### src/hdl/utf8d_pkg.sv
// Shared types and constants for the UTF-8 stream decoder.
// Used by the channel interfaces, the front, queue and back modules, and the top level.
// No dependencies.
package utf8d_pkg;

	localparam int unsigned CP_W       = 21;
	localparam int unsigned NB_W       = 3;
	localparam int unsigned LO_W       = 17;
	localparam int unsigned CFG_ADDR_W = 4;
	localparam int unsigned CFG_DATA_W = 8;

	// configuration register indexes
	localparam logic [CFG_ADDR_W-1:0] CFG_UTF8_MODE    = 4'd0;
	localparam logic [CFG_ADDR_W-1:0] CFG_UTF16_OUTPUT = 4'd1;

	localparam logic [CP_W-1:0] CP_MAX      = 21'h10FFFF;
	localparam logic [CP_W-1:0] SURR_FIRST  = 21'h00D800;
	localparam logic [CP_W-1:0] SURR_LAST   = 21'h00DFFF;
	localparam logic [CP_W-1:0] SUPP_BASE   = 21'h010000;
	localparam logic [CP_W-1:0] HI_SURR     = 21'h00D800;
	localparam logic [CP_W-1:0] LO_SURR     = 21'h00DC00;

	localparam logic [LO_W-1:0] MIN_2BYTE   = 17'h00080;
	localparam logic [LO_W-1:0] MIN_3BYTE   = 17'h00800;
	localparam logic [LO_W-1:0] MIN_4BYTE   = 17'h10000;

	localparam logic [NB_W-1:0] LEN_NONE    = 3'd0;
	localparam logic [NB_W-1:0] LEN_1       = 3'd1;
	localparam logic [NB_W-1:0] LEN_2       = 3'd2;
	localparam logic [NB_W-1:0] LEN_3       = 3'd3;
	localparam logic [NB_W-1:0] LEN_4       = 3'd4;

	// one decoded item waiting between front and back
	typedef struct packed {
		logic            err;
		logic [CP_W-1:0] cp;
		logic [NB_W-1:0] nbytes;
	} q_entry_t;

endpackage

### src/hdl/utf8d_if.sv
// Valid/ready channel interfaces of the UTF-8 stream decoder: bytes in, units out, config writes.
// Depends on utf8d_pkg.
interface utf8d_in_if;
	logic       valid;
	logic       ready;
	logic [7:0] in_byte;
	logic       drop_partial;

	modport source (output valid, in_byte, drop_partial, input ready);
	modport sink (input valid, in_byte, drop_partial, output ready);
endinterface

interface utf8d_out_if;
	logic                          valid;
	logic                          ready;
	logic [utf8d_pkg::CP_W-1:0]    code_unit;
	logic                          status;
	logic                          is_terminator;
	logic [utf8d_pkg::NB_W-1:0]    seq_bytes;
	logic                          last;

	modport source (output valid, code_unit, status, is_terminator, seq_bytes, last,
		input ready);
	modport sink (input valid, code_unit, status, is_terminator, seq_bytes, last,
		output ready);
endinterface

interface utf8d_cfg_if;
	logic                              valid;
	logic                              ready;
	logic [utf8d_pkg::CFG_ADDR_W-1:0]  index;
	logic [utf8d_pkg::CFG_DATA_W-1:0]  data;

	modport source (output valid, index, data, input ready);
	modport sink (input valid, index, data, output ready);
endinterface

### src/hdl/utf8d_front.sv
// Front of the decoder: accepts bytes, tracks the open sequence and classifies each byte.
// Pushes one queue entry per byte that yields a result. Depends on utf8d_pkg, utf8d_if.
module utf8d_front (
	input  logic                  clk,
	input  logic                  arst_n,
	input  logic                  utf8_mode,
	utf8d_in_if.sink              bytes,
	input  logic                  full,
	output logic                  push,
	output utf8d_pkg::q_entry_t   entry
);

	logic [utf8d_pkg::CP_W-1:0] pv_q, pv_d;
	logic [utf8d_pkg::NB_W-1:0] exp_q, exp_d;
	logic [utf8d_pkg::NB_W-1:0] seen_q, seen_d;
	logic [utf8d_pkg::LO_W-1:0] lo_q, lo_d;

	logic                       accept;
	logic                       produce;
	logic [7:0]                 b;
	logic [utf8d_pkg::CP_W-1:0] acc;
	logic [utf8d_pkg::NB_W-1:0] seen_inc;
	logic                       bad_value;

	assign bytes.ready = !full;
	assign accept      = bytes.valid && bytes.ready;
	assign push        = accept && produce;
	assign b           = bytes.in_byte;
	assign acc         = {pv_q[utf8d_pkg::CP_W-7:0], b[5:0]};
	assign seen_inc    = seen_q + 3'd1;
	assign bad_value   = (acc < {4'd0, lo_q}) || (acc > utf8d_pkg::CP_MAX)
		|| (acc >= utf8d_pkg::SURR_FIRST && acc <= utf8d_pkg::SURR_LAST);

	always_comb begin
		pv_d         = pv_q;
		exp_d        = exp_q;
		seen_d       = seen_q;
		lo_d         = lo_q;
		produce      = 1'b0;
		entry.err    = 1'b0;
		entry.cp     = {13'd0, b};
		entry.nbytes = utf8d_pkg::LEN_1;
		if (bytes.drop_partial) begin
			pv_d   = '0;
			exp_d  = utf8d_pkg::LEN_NONE;
			seen_d = '0;
			lo_d   = '0;
		end else if (!utf8_mode) begin
			produce = 1'b1;
		end else if (exp_q == utf8d_pkg::LEN_NONE) begin
			seen_d = utf8d_pkg::LEN_1;
			case (b) inside
				[8'h00:8'h7F]: begin
					produce = 1'b1;
					seen_d  = '0;
				end
				[8'hC2:8'hDF]: begin
					exp_d = utf8d_pkg::LEN_2;
					pv_d  = {16'd0, b[4:0]};
					lo_d  = utf8d_pkg::MIN_2BYTE;
				end
				[8'hE0:8'hEF]: begin
					exp_d = utf8d_pkg::LEN_3;
					pv_d  = {17'd0, b[3:0]};
					lo_d  = utf8d_pkg::MIN_3BYTE;
				end
				[8'hF0:8'hF4]: begin
					exp_d = utf8d_pkg::LEN_4;
					pv_d  = {18'd0, b[2:0]};
					lo_d  = utf8d_pkg::MIN_4BYTE;
				end
				default: begin
					// bad lead byte: reject it alone
					produce   = 1'b1;
					seen_d    = '0;
					entry.err = 1'b1;
					entry.cp  = '0;
				end
			endcase
		end else if (b[7:6] != 2'b10) begin
			produce      = 1'b1;
			entry.err    = 1'b1;
			entry.cp     = '0;
			entry.nbytes = seen_inc;
			pv_d         = '0;
			exp_d        = utf8d_pkg::LEN_NONE;
			seen_d       = '0;
			lo_d         = '0;
		end else if (seen_inc < exp_q) begin
			pv_d   = acc;
			seen_d = seen_inc;
		end else begin
			// sequence complete: check range, then close
			produce      = 1'b1;
			entry.err    = bad_value;
			entry.cp     = bad_value ? '0 : acc;
			entry.nbytes = seen_inc;
			pv_d         = '0;
			exp_d        = utf8d_pkg::LEN_NONE;
			seen_d       = '0;
			lo_d         = '0;
		end
	end

	always_ff @(posedge clk or negedge arst_n) begin
		if (!arst_n) begin
			pv_q   <= '0;
			exp_q  <= utf8d_pkg::LEN_NONE;
			seen_q <= '0;
			lo_q   <= '0;
		end else if (accept) begin
			pv_q   <= pv_d;
			exp_q  <= exp_d;
			seen_q <= seen_d;
			lo_q   <= lo_d;
		end
	end

endmodule

### src/hdl/utf8d_queue.sv
// Short FIFO of decoded entries between the front and the back of the decoder.
// Depends on utf8d_pkg.
module utf8d_queue #(
	parameter int unsigned DEPTH = 2
) (
	input  logic                clk,
	input  logic                arst_n,
	input  logic                push,
	input  utf8d_pkg::q_entry_t wr_entry,
	input  logic                pop,
	output utf8d_pkg::q_entry_t rd_entry,
	output logic                full,
	output logic                empty
);

	localparam int unsigned PTR_W = (DEPTH > 1) ? $clog2(DEPTH) : 1;
	localparam int unsigned CNT_W = $clog2(DEPTH + 1);

	utf8d_pkg::q_entry_t mem_q [DEPTH];
	logic [PTR_W-1:0]    wr_ptr_q;
	logic [PTR_W-1:0]    rd_ptr_q;
	logic [CNT_W-1:0]    count_q;

	assign full     = (count_q == CNT_W'(DEPTH));
	assign empty    = (count_q == '0);
	assign rd_entry = mem_q[rd_ptr_q];

	always_ff @(posedge clk) begin
		if (push) begin
			mem_q[wr_ptr_q] <= wr_entry;
		end
	end

	always_ff @(posedge clk or negedge arst_n) begin
		if (!arst_n) begin
			wr_ptr_q <= '0;
			rd_ptr_q <= '0;
			count_q  <= '0;
		end else begin
			if (push) begin
				wr_ptr_q <= (wr_ptr_q == PTR_W'(DEPTH - 1)) ? '0 : wr_ptr_q + 1'b1;
			end
			if (pop) begin
				rd_ptr_q <= (rd_ptr_q == PTR_W'(DEPTH - 1)) ? '0 : rd_ptr_q + 1'b1;
			end
			if (push && !pop) begin
				count_q <= count_q + 1'b1;
			end else if (pop && !push) begin
				count_q <= count_q - 1'b1;
			end
		end
	end

endmodule

### src/hdl/utf8d_back.sv
// Back of the decoder: drains the queue into the output register, splitting
// supplementary code points into a surrogate pair when UTF-16 output is on. Depends on utf8d_pkg, utf8d_if.
module utf8d_back (
	input  logic                clk,
	input  logic                arst_n,
	input  logic                utf16_output,
	input  utf8d_pkg::q_entry_t head,
	input  logic                empty,
	output logic                pop,
	utf8d_out_if.source         units
);

	logic                       valid_q;
	logic [utf8d_pkg::CP_W-1:0] unit_q;
	logic                       err_q;
	logic                       term_q;
	logic [utf8d_pkg::NB_W-1:0] nb_q;
	logic                       last_q;
	logic                       pend_q;
	logic [9:0]                 pend_lo_q;

	logic                       load;
	logic                       split;
	logic [utf8d_pkg::CP_W-1:0] off;
	logic [utf8d_pkg::CP_W-1:0] hi_unit;
	logic [utf8d_pkg::CP_W-1:0] lo_unit;

	assign load    = !valid_q || units.ready;
	assign pop     = load && !pend_q && !empty;
	assign split   = !head.err && utf16_output && (head.cp >= utf8d_pkg::SUPP_BASE);
	assign off     = head.cp - utf8d_pkg::SUPP_BASE;
	assign hi_unit = utf8d_pkg::HI_SURR + {11'd0, off[19:10]};
	assign lo_unit = utf8d_pkg::LO_SURR + {11'd0, pend_lo_q};

	always_ff @(posedge clk or negedge arst_n) begin
		if (!arst_n) begin
			valid_q <= 1'b0;
			pend_q  <= 1'b0;
		end else if (load) begin
			if (pend_q) begin
				valid_q <= 1'b1;
				pend_q  <= 1'b0;
			end else if (!empty) begin
				valid_q <= 1'b1;
				pend_q  <= split;
			end else begin
				valid_q <= 1'b0;
			end
		end
	end

	always_ff @(posedge clk) begin
		if (load) begin
			if (pend_q) begin
				// low half of the pair; seq_bytes holds from the high half
				unit_q <= lo_unit;
				err_q  <= 1'b0;
				term_q <= 1'b0;
				last_q <= 1'b1;
			end else if (!empty) begin
				unit_q    <= split ? hi_unit : head.cp;
				err_q     <= head.err;
				term_q    <= !head.err && (head.cp == '0);
				nb_q      <= head.nbytes;
				last_q    <= !split;
				pend_lo_q <= off[9:0];
			end
		end
	end

	assign units.valid         = valid_q;
	assign units.code_unit     = unit_q;
	assign units.status        = err_q;
	assign units.is_terminator = term_q;
	assign units.seq_bytes     = nb_q;
	assign units.last          = last_q;

endmodule

### src/hdl/utf8_stream_decoder_top.sv
// Top level of the strict UTF-8 stream decoder: config registers, front, queue and back.
// Depends on utf8d_pkg, utf8d_if, utf8d_front, utf8d_queue, utf8d_back.
//
//   channel  role   carries
//   -------  -----  ------------------------------------------------------------
//   bytes    sink   in_byte, drop_partial
//   units    source code_unit, status, is_terminator, seq_bytes, last
//   cfg      sink   index, data (utf8_mode at index 0, utf16_output at index 1)
//
// One byte per cycle is accepted while the queue has room; a byte's result is
// written into the queue when the byte is accepted and later loaded from the
// queue into the output register.
// A surrogate pair goes out high half first; no pop while the low half loads.
// A stalled output fills the QUEUE_DEPTH-entry queue, then bytes.ready drops.
// Reset clears the open sequence, the queue and the output; cfg is always ready.
module utf8_stream_decoder_top #(
	parameter int unsigned QUEUE_DEPTH = 2
) (
	input logic         clk,
	input logic         arst_n,
	utf8d_in_if.sink    bytes,
	utf8d_out_if.source units,
	utf8d_cfg_if.sink   cfg
);

	logic                utf8_mode_q;
	logic                utf16_output_q;
	logic                push;
	logic                pop;
	logic                full;
	logic                empty;
	utf8d_pkg::q_entry_t wr_entry;
	utf8d_pkg::q_entry_t rd_entry;

	assign cfg.ready = 1'b1;

	always_ff @(posedge clk or negedge arst_n) begin
		if (!arst_n) begin
			utf8_mode_q    <= 1'b1;
			utf16_output_q <= 1'b0;
		end else if (cfg.valid && cfg.ready) begin
			// only bit 0 counts; other indexes are dropped
			if (cfg.index == utf8d_pkg::CFG_UTF8_MODE) begin
				utf8_mode_q <= cfg.data[0];
			end else if (cfg.index == utf8d_pkg::CFG_UTF16_OUTPUT) begin
				utf16_output_q <= cfg.data[0];
			end
		end
	end

	utf8d_front u_front (
		.clk       (clk),
		.arst_n    (arst_n),
		.utf8_mode (utf8_mode_q),
		.bytes     (bytes),
		.full      (full),
		.push      (push),
		.entry     (wr_entry)
	);

	utf8d_queue #(
		.DEPTH (QUEUE_DEPTH)
	) u_queue (
		.clk      (clk),
		.arst_n   (arst_n),
		.push     (push),
		.wr_entry (wr_entry),
		.pop      (pop),
		.rd_entry (rd_entry),
		.full     (full),
		.empty    (empty)
	);

	utf8d_back u_back (
		.clk          (clk),
		.arst_n       (arst_n),
		.utf16_output (utf16_output_q),
		.head         (rd_entry),
		.empty        (empty),
		.pop          (pop),
		.units        (units)
	);

	// a high surrogate taken is followed at once by its low half
	a_pair_follows: assert property (@(posedge clk) disable iff (!arst_n)
		units.valid && units.ready && !units.last |=> units.valid && units.last)
		else $error("low surrogate did not follow high surrogate");

	a_error_zero: assert property (@(posedge clk) disable iff (!arst_n)
		units.valid && units.status |->
			units.code_unit == '0 && !units.is_terminator && units.last)
		else $error("error result carries a nonzero unit");

	a_high_range: assert property (@(posedge clk) disable iff (!arst_n)
		units.valid && !units.last |->
			units.code_unit >= 21'h00D800 && units.code_unit <= 21'h00DBFF && !units.status)
		else $error("non-final result is not a high surrogate");

	a_pair_only_utf16: assert property (@(posedge clk) disable iff (!arst_n)
		units.valid && !units.last |-> utf16_output_q && utf8_mode_q)
		else $error("surrogate split outside UTF-16 decoding");

endmodule
### src/flat_wrapper.sv
// flat-port wrapper written by rule: the top's interface ports become plain ports
module utf8_stream_decoder_top_flat 
#(
	parameter int unsigned QUEUE_DEPTH = 2
)
  (clk, arst_n, bytes_valid, bytes_in_byte, bytes_drop_partial, bytes_ready, units_valid, units_code_unit, units_status, units_is_terminator, units_seq_bytes, units_last, units_ready, cfg_valid, cfg_index, cfg_data, cfg_ready);
  utf8d_in_if bytes_i ();
  utf8d_out_if units_i ();
  utf8d_cfg_if cfg_i ();
  input logic clk;
  input logic arst_n;
  input wire logic [$bits(bytes_i.valid)-1:0] bytes_valid;
  input wire logic [$bits(bytes_i.in_byte)-1:0] bytes_in_byte;
  input wire logic [$bits(bytes_i.drop_partial)-1:0] bytes_drop_partial;
  output wire logic [$bits(bytes_i.ready)-1:0] bytes_ready;
  output wire logic [$bits(units_i.valid)-1:0] units_valid;
  output wire logic [$bits(units_i.code_unit)-1:0] units_code_unit;
  output wire logic [$bits(units_i.status)-1:0] units_status;
  output wire logic [$bits(units_i.is_terminator)-1:0] units_is_terminator;
  output wire logic [$bits(units_i.seq_bytes)-1:0] units_seq_bytes;
  output wire logic [$bits(units_i.last)-1:0] units_last;
  input wire logic [$bits(units_i.ready)-1:0] units_ready;
  input wire logic [$bits(cfg_i.valid)-1:0] cfg_valid;
  input wire logic [$bits(cfg_i.index)-1:0] cfg_index;
  input wire logic [$bits(cfg_i.data)-1:0] cfg_data;
  output wire logic [$bits(cfg_i.ready)-1:0] cfg_ready;
  assign bytes_i.valid = bytes_valid;
  assign bytes_i.in_byte = bytes_in_byte;
  assign bytes_i.drop_partial = bytes_drop_partial;
  assign bytes_ready = bytes_i.ready;
  assign units_valid = units_i.valid;
  assign units_code_unit = units_i.code_unit;
  assign units_status = units_i.status;
  assign units_is_terminator = units_i.is_terminator;
  assign units_seq_bytes = units_i.seq_bytes;
  assign units_last = units_i.last;
  assign units_i.ready = units_ready;
  assign cfg_i.valid = cfg_valid;
  assign cfg_i.index = cfg_index;
  assign cfg_i.data = cfg_data;
  assign cfg_ready = cfg_i.ready;
  utf8_stream_decoder_top #(.QUEUE_DEPTH(QUEUE_DEPTH)) u_core (.clk(clk), .arst_n(arst_n), .bytes(bytes_i), .units(units_i), .cfg(cfg_i));
endmodule
### config.mk
export PLATFORM = sky130hd
export DESIGN_NAME = utf8_stream_decoder_top_flat
export DESIGN_NICKNAME = d
export VERILOG_FILES = /design/src/hdl/utf8d_pkg.sv /design/src/hdl/utf8d_if.sv /design/src/hdl/utf8d_front.sv /design/src/hdl/utf8d_queue.sv /design/src/hdl/utf8d_back.sv /design/src/hdl/utf8_stream_decoder_top.sv /design/src/flat_wrapper.sv
export SDC_FILE = /design/constraint.sdc
export NUM_CORES = 1
export LEC_CHECK = 0
export BUFFER_PORTS_ARGS = -buffer_cell sky130_fd_sc_hd__buf_2
export CAP_MARGIN = 20
export CORE_MARGIN = 1
export CORE_UTILIZATION = 25
export DETAILED_ROUTE_END_ITERATION = 8
export SLEW_MARGIN = 0
export SYNTH_ARGS = -nofsm -noshare
export SYNTH_HDL_FRONTEND = slang
export SYNTH_SLANG_ARGS = --single-unit
### constraint.sdc
create_clock -name clk -period 10.6 [get_ports clk]
set_input_delay 1.06 -clock clk [delete_from_list [all_inputs] [get_ports clk]]
set_output_delay 1.06 -clock clk [all_outputs]
set_load 0.02 [all_outputs]
# == After elaboration in Yosys (flattened, before gate mapping) ==
# Memories as Yosys holds them, arrays and structs flattened.
# Cells that the tools add are included.
# classes
div,0
n_mul,0
add_sub_neg,8
eq_ne,7
order_cmp,14
mux,72
shifts,0
n_reduce_logical,38
bitwise,3
# ops
op,count
$mux W17,9
$mux W15,9
$mux W22,5
$mux W25,4
$mux W21,4
$mux W3,15
$add A16 B10 Y17 const A,2
$ge A8 B8 Y1 const B,3
$le A8 B8 Y1 const B,3
$mux W1,24
$ge A21 B16 Y1 const B,1
$ge A21 B17 Y1 const B,1
$gt A21 B21 Y1 const B,1
$le A21 B16 Y1 const B,1
$logic_not A21 Y1,1
$lt A21 B17 Y1,1
$sub A20 B17 Y20 const B,1
$logic_and A1 B1 Y1,14
$ge A8 B1 Y1 const B,1
$le A8 B7 Y1 const B,1
$logic_not A1 Y1,8
$reduce_and A2 Y1,3
$reduce_and A3 Y1,2
$ne A5 B2 Y1 const B,1
20 further kinds,27
# totals
mem_count,1
out_inout_bits,30
ram_bits,50
word_cells,160
romBits,0
ff_bits,83
inputBits,26
latch_bits,0
# memory_table
memory,depth,width,read_ports,rd_ports_with_merged_regs,wr,line_no,rtl
u_core.u_queue.mem_q,2,25,1,0,1,utf8d_queue.sv:19,utf8d_pkg::q_entry_t mem_q [DEPTH];

# == Depth between registers and ports, before layout ==
# depth
depth_word,14
depth_mapped,11
depth_no_buf,11

# == Hierarchy ==
# Synthesis repeated with hierarchy kept, for this count alone.
# unflattened
hier_cells,425
hier_area_um2,5536.6
# modules_own_cells
module,seq_area_each_um2,n_inst,area_each_um2,cells_per_inst
utf8d_queue,1601.5,1,2092.0,94
utf8d_back,1161.1,1,1785.5,135
utf8d_front,550.5,1,1540.2,187
utf8_stream_decoder_top,51.3,1,118.9,9

# == Least setup slack after synthesis ==
# OpenSTA, ideal clock, no wires.
# synth_path
path_type,input-to-reg
start,in bytes_in_byte[4]
end,"mem u_core.u_queue.mem_q[0][0] in the netlist's numbering, enable pin"
path_buffers,0
slack_ns,6.545
cell_stages,6
arrival_time_ns,3.645
required_ns,10.190
setup_ns,0.410
cell_sequence,or4_1 a21boi_2 and3_1 nor2_1 a211oi_2 nor2b_1
# synth_via
elab_chain_cells,12
word_cells_on_any_way,22
classes_between,order compare: 8; mux: 9; reduce/logical: 5
# synth_rtl
item,line_no,rtl
start: declaration,flat_wrapper.sv:13,input wire logic [$bits(bytes_i.in_byte)-1:0] bytes_in_byte;
$ge A8 B8 Y1 (no source line) / $le A8 B8 Y1 (equally long branches),--,
$logic_and A1 B1 Y1 (no source line),--,
$mux W1 (3 in series),utf8d_front.sv:52,case (b) inside
$mux W1 (*),utf8d_front.sv:52,
$mux W1 (*),utf8d_front.sv:50,end else if (exp_q == utf8d_pkg::LEN_NONE) begin
$mux W1 (*),utf8d_front.sv:48,end else if (!utf8_mode) begin
$mux W1 (*),utf8d_front.sv:43,if (bytes.drop_partial) begin
$logic_and A1 B1 Y1 (*),utf8d_front.sv:27,assign push = accept && produce;
net u_core.push,utf8_stream_decoder_top.sv:28,logic push;
$mux W1 (*),utf8d_queue.sv:29,if (push) begin
$mux W1 (not written as such) (*),utf8d_queue.sv:30,mem_q[wr_ptr_q] <= wr_entry;
end: declaration,utf8d_queue.sv:19,
# Mark *: on every way through the listed nets, which the timed path passes. The rest lies on a longest branch.

# == Worst setup path after layout ==
# layout_path
start,in bytes_in_byte[4]
end,"mem u_core.u_queue.mem_q[0][16] in the netlist's numbering, enable pin"
# Same word-level chain as after synthesis.

==> summary.txt <==
Logic synthesis
  – Top post-synthesis cells by area: edfxtp_1 49%, dfrtp_1 14%, nand2_1 4.2%
  – Synthesized instance count: 419
  – Top FF cell, synth: edfxtp_1
  – Share of the yosys chip area belonging to registers: a little under two thirds
  – Syn Area/Cell: about 13 µm²
  – Post-synth top area cell: edfxtp_1
  – Post-Synthesis Cell Area: approximately 5300 µm²
  – Post-Syn Nets: roughly 450
  – Number of synthesized flops with an enable pin: between 80 and 90
  – Async S/R FF share, synth: around a quarter
  – Ys Warns: 0
  – Yosys cell types: 58
  – Flops & latches, synth: 117
  – Yosys top cell area share: between 40% and 50%

Pwr
  – Worst VDD drop: between 0.00009 and 0.0001 V
  – Share of power burned in registers: 40.2%
  – Int Power: roughly 1.2 mW
  – Gate power share: 29.9%
  – Clk pwr share: between 20% and 30%
  – Net Sw Frac: between 30% and 40%
  – PD cells: approximately 270 nW/µm²
  – P_sw: 0.559 mW
  – Pleak: 2.48 nW

Placed design
  – Placer Congestion: about 0.87
  – Dpl hpwl: just under 8000 µm
  – Port Buffers: 47
  – Area post-placement: 5810 µm²

Clock tree
  – Post CTS Setup Buffer Count: 0
  – Clock sinks: roughly 120
  – Root buf cell: clkbuf_16
  – Worst skew pair latency: 0.40 ns
  – Total CTS buffers: 17
  – # hold bufs at CTS: 0
  – Max clock buf depth: 2
  – Gates resized, CTS repair: 0
  – H-tree depth reported by CTS: 4
  – CTS tree: done
  – CTS clock-pin slew for the worst setup and hold paths: approximately 0.05 ns

Global route
  – Largest net degree at the start of global routing: 37
  – First-pass GRT wire length: roughly 18,000 µm
  – Vias in the first global route: around 3,500
  – Grt total ovfl: 0
  – GRT Resource Usage Total: about a tenth
  – Initial antenna violation count: 0

STA
  – Final max-slew violation count: 0
  – Final setup viols: 0
  – Least-Margin Pin Slew: approximately 0.76 ns
  – Total Neg Setup Slack: 0 ns
  – RSZ-0062 raised after global routing: false
  – Endpoints failing hold: 0
  – Final Skew: a little over 0.008 ns
  – Max Freq: approximately 280 MHz
  – Final worst path period need: roughly 3.6 ns
  – Tcrit/Tclk final: between 30% and 40%
  – Max transition margin: about half
  – WHS: ~0.48 ns

Layout
  – Synth-to-Final Area Change: 21.4%
  – Fin util: 31.3%
  – Net count reported at finish: approximately 510
  – Final instance area: around 6400 µm²
  – Fraction of layout cells with a size suffix above 1: roughly 22%
  – Diodes inserted: 0

Detailed routing
  – Post-Route WL: between 10,000 and 15,000 µm
  – Vias: 3,459
  – Wire per inst: between 10 and 15 µm
  – Drt initial violations: about 300
  – DRT Pass-1 Iters: 5
  – Antenna Nets Post-Route: 0
  – Post-route DRC: 0
  – Via-to-Cell Ratio: 4.56

Setup path
  – Critical Path AT: 3.66 ns
  – Crit-path max FO: 15
  – Crit path kind: primary input to register
  – CP startpoint kind: primary input
  – CP Data Required Time: between 10 and 15 ns
  – Crit. End Element: register

Floorplan
  – Die height: 147 µm
  – Core ar.: just over 20,000 µm²
  – Cell row count: between 50 and 60
  – Boundary pin count: between 50 and 60
  – Starting Density: 25.8%
  – Width of the die: around 150 µm
  – DIE AREA: ~22,000 µm²

Outcome
  – Outcome: complete, no violations

Min path
  – Worst hold-check path type: register to register

Job
  – # Max-Cap Violations: 0
## synth_stat cells (4+ instances only)
| library cell | count |
|---|---|
| o41ai_1 | 4 |
| edfxtp_1 | 87 |
| dfrtp_1 | 29 |
| nand2b_1 | 8 |
| mux2_2 | 19 |
| xor2_1 | 6 |
| o21ai_0 | 8 |
| mux2i_1 | 15 |
| nor3_1 | 15 |
| o21ai_1 | 6 |
| or3_1 | 7 |
| a21oi_1 | 6 |
| clkbuf_1 | 9 |
| ha_1 | 9 |
| nor2_1 | 20 |
| a22o_1 | 4 |
| and2_1 | 21 |
| nand3_1 | 16 |
| inv_1 | 9 |
| nand2_1 | 59 |
## critical path, cell delays in order
cell,delay (ns)
buf_2,0.13
or4_1,0.57
a21boi_2,0.33
and3_1,0.23
nor2_1,0.08
a211oi_2,0.42
nor2b_2,0.59
buf_8,0.25
## through the flow
step / cells / power (mW) / setup slack (ns)
6_report: 759 / 1.74 / 7.04
2_1_floorplan: 419 / 1.07 / 6.55
5_1_grt: 759 / 1.84 / 6.87
4_1_cts: 756 / 1.74 / 6.85
3_5_place_dp: 724 / 1.22 / 6.43
3_3_place_gp: 722 / 1.20 / 6.38
## logic make-up (layout without fill, tap and decap cells)
family | count (synthesis) | count (layout) | share of synthesized area [%]
adders and majority gates | 9 | 9 | 2.13
xor gates and xnor gates | 8 | 8 | 1.33
and+or+nand+nor | 171 | 171 | 16.4
other | 1 | 1 | 0.0710
AOI/OAI and AO/OA | 52 | 52 | 6.99
buffers and inverters | 27 | 97 | 2.51
muxes | 34 | 34 | 6.90
DFF | 117 | 117 | 63.7
## power groups by stage
stage / clock network [mW] / logic [mW] / registers (mW)
2_1_floorplan: 0 / 0.310 / 0.765
3_3_place_gp: 0 / 0.498 / 0.707
3_5_place_dp: 0 / 0.509 / 0.710
4_1_cts: 0.528 / 0.512 / 0.702
5_1_grt: 0.551 / 0.573 / 0.713
6_report: 0.519 / 0.518 / 0.698
## final cells by class
cell class | count | area [µm²]
Tap cell | 270 | 338
Clock inverter | 6 | 52.6
Fill cell | 2053 | 14100
Clock buffer | 26 | 489
Multi-Input combinational cell | 275 | 1790
Timing Repair Buffer | 55 | 338
Inverter | 10 | 37.5
Sequential cell | 117 | 3360
## sequential cells by signal, indices dropped and copies added, names as in the netlist, 2 cells and up
register,cells
u_core.u_queue.mem_q,50
u_core.u_back.units.code_unit,21
u_core.u_front.pv_q,15
u_core.u_back.pend_lo_q,10
u_core.u_back.units.seq_bytes,3
u_core.u_front.exp_q,3
u_core.u_front.seen_q,3
u_core.u_queue.count_q,2
## worst paths after layout
path,from,endpoint,slack (ns),depth (start not counted)
max in group asynchronous,arst_n,u_core.u_queue.count_q[1],9.41,1
worst max-delay path,bytes_in_byte[4],u_core.u_queue.mem_q[0][16],7.04,8
worst min-delay path,u_core.u_front.pv_q[11],u_core.u_front.pv_q[11],0.48,2
worst min register to register,u_core.u_front.pv_q[11],u_core.u_front.pv_q[11],0.48,2
min in group asynchronous,arst_n,u_core.u_front.pv_q[6],0.72,1
worst max register to register,u_core.u_front.seen_q[0],u_core.u_queue.mem_q[0][16],7.24,9
## placed cells by master (no fill, tap or decap), types with 3 or more instances in the layout
cell type,synthesis,routed
edfxtp_1,87,87
nand2_1,59,59
buf_2,1,47
dfrtp_1,29,29
and2_1,21,21
nor2_1,20,19
mux2_2,19,19
clkbuf_16,0,17
nand3_1,16,16
mux2i_1,15,15
nor3_1,15,14
inv_1,9,9
ha_1,9,9
o21ai_0,8,8
nand2b_1,8,8
or3_1,7,7
xor2_1,6,6
a21oi_1,6,6
o21ai_1,6,6
clkbuf_1,9,6
a22o_1,4,4
o41ai_1,4,4
buf_4,2,4
nor4_1,3,3
a21boi_0,3,3
or4_1,3,3
nand4_1,3,3
a31oi_1,3,3
clkinv_1,1,3
clkbuf_8,0,3
clkinv_2,0,3
buf_8,0,3
## routing by layer
layer	up-vias	global-route usage, %	part of all wire (%)
li1	1656	-	-
met1	1678	13.7	47
met2	110	16.2	45
met3	15	3.60	6.3
met4	0	3.87	1.7
met5	-	0	0
(Power assumes the default switching activity.)
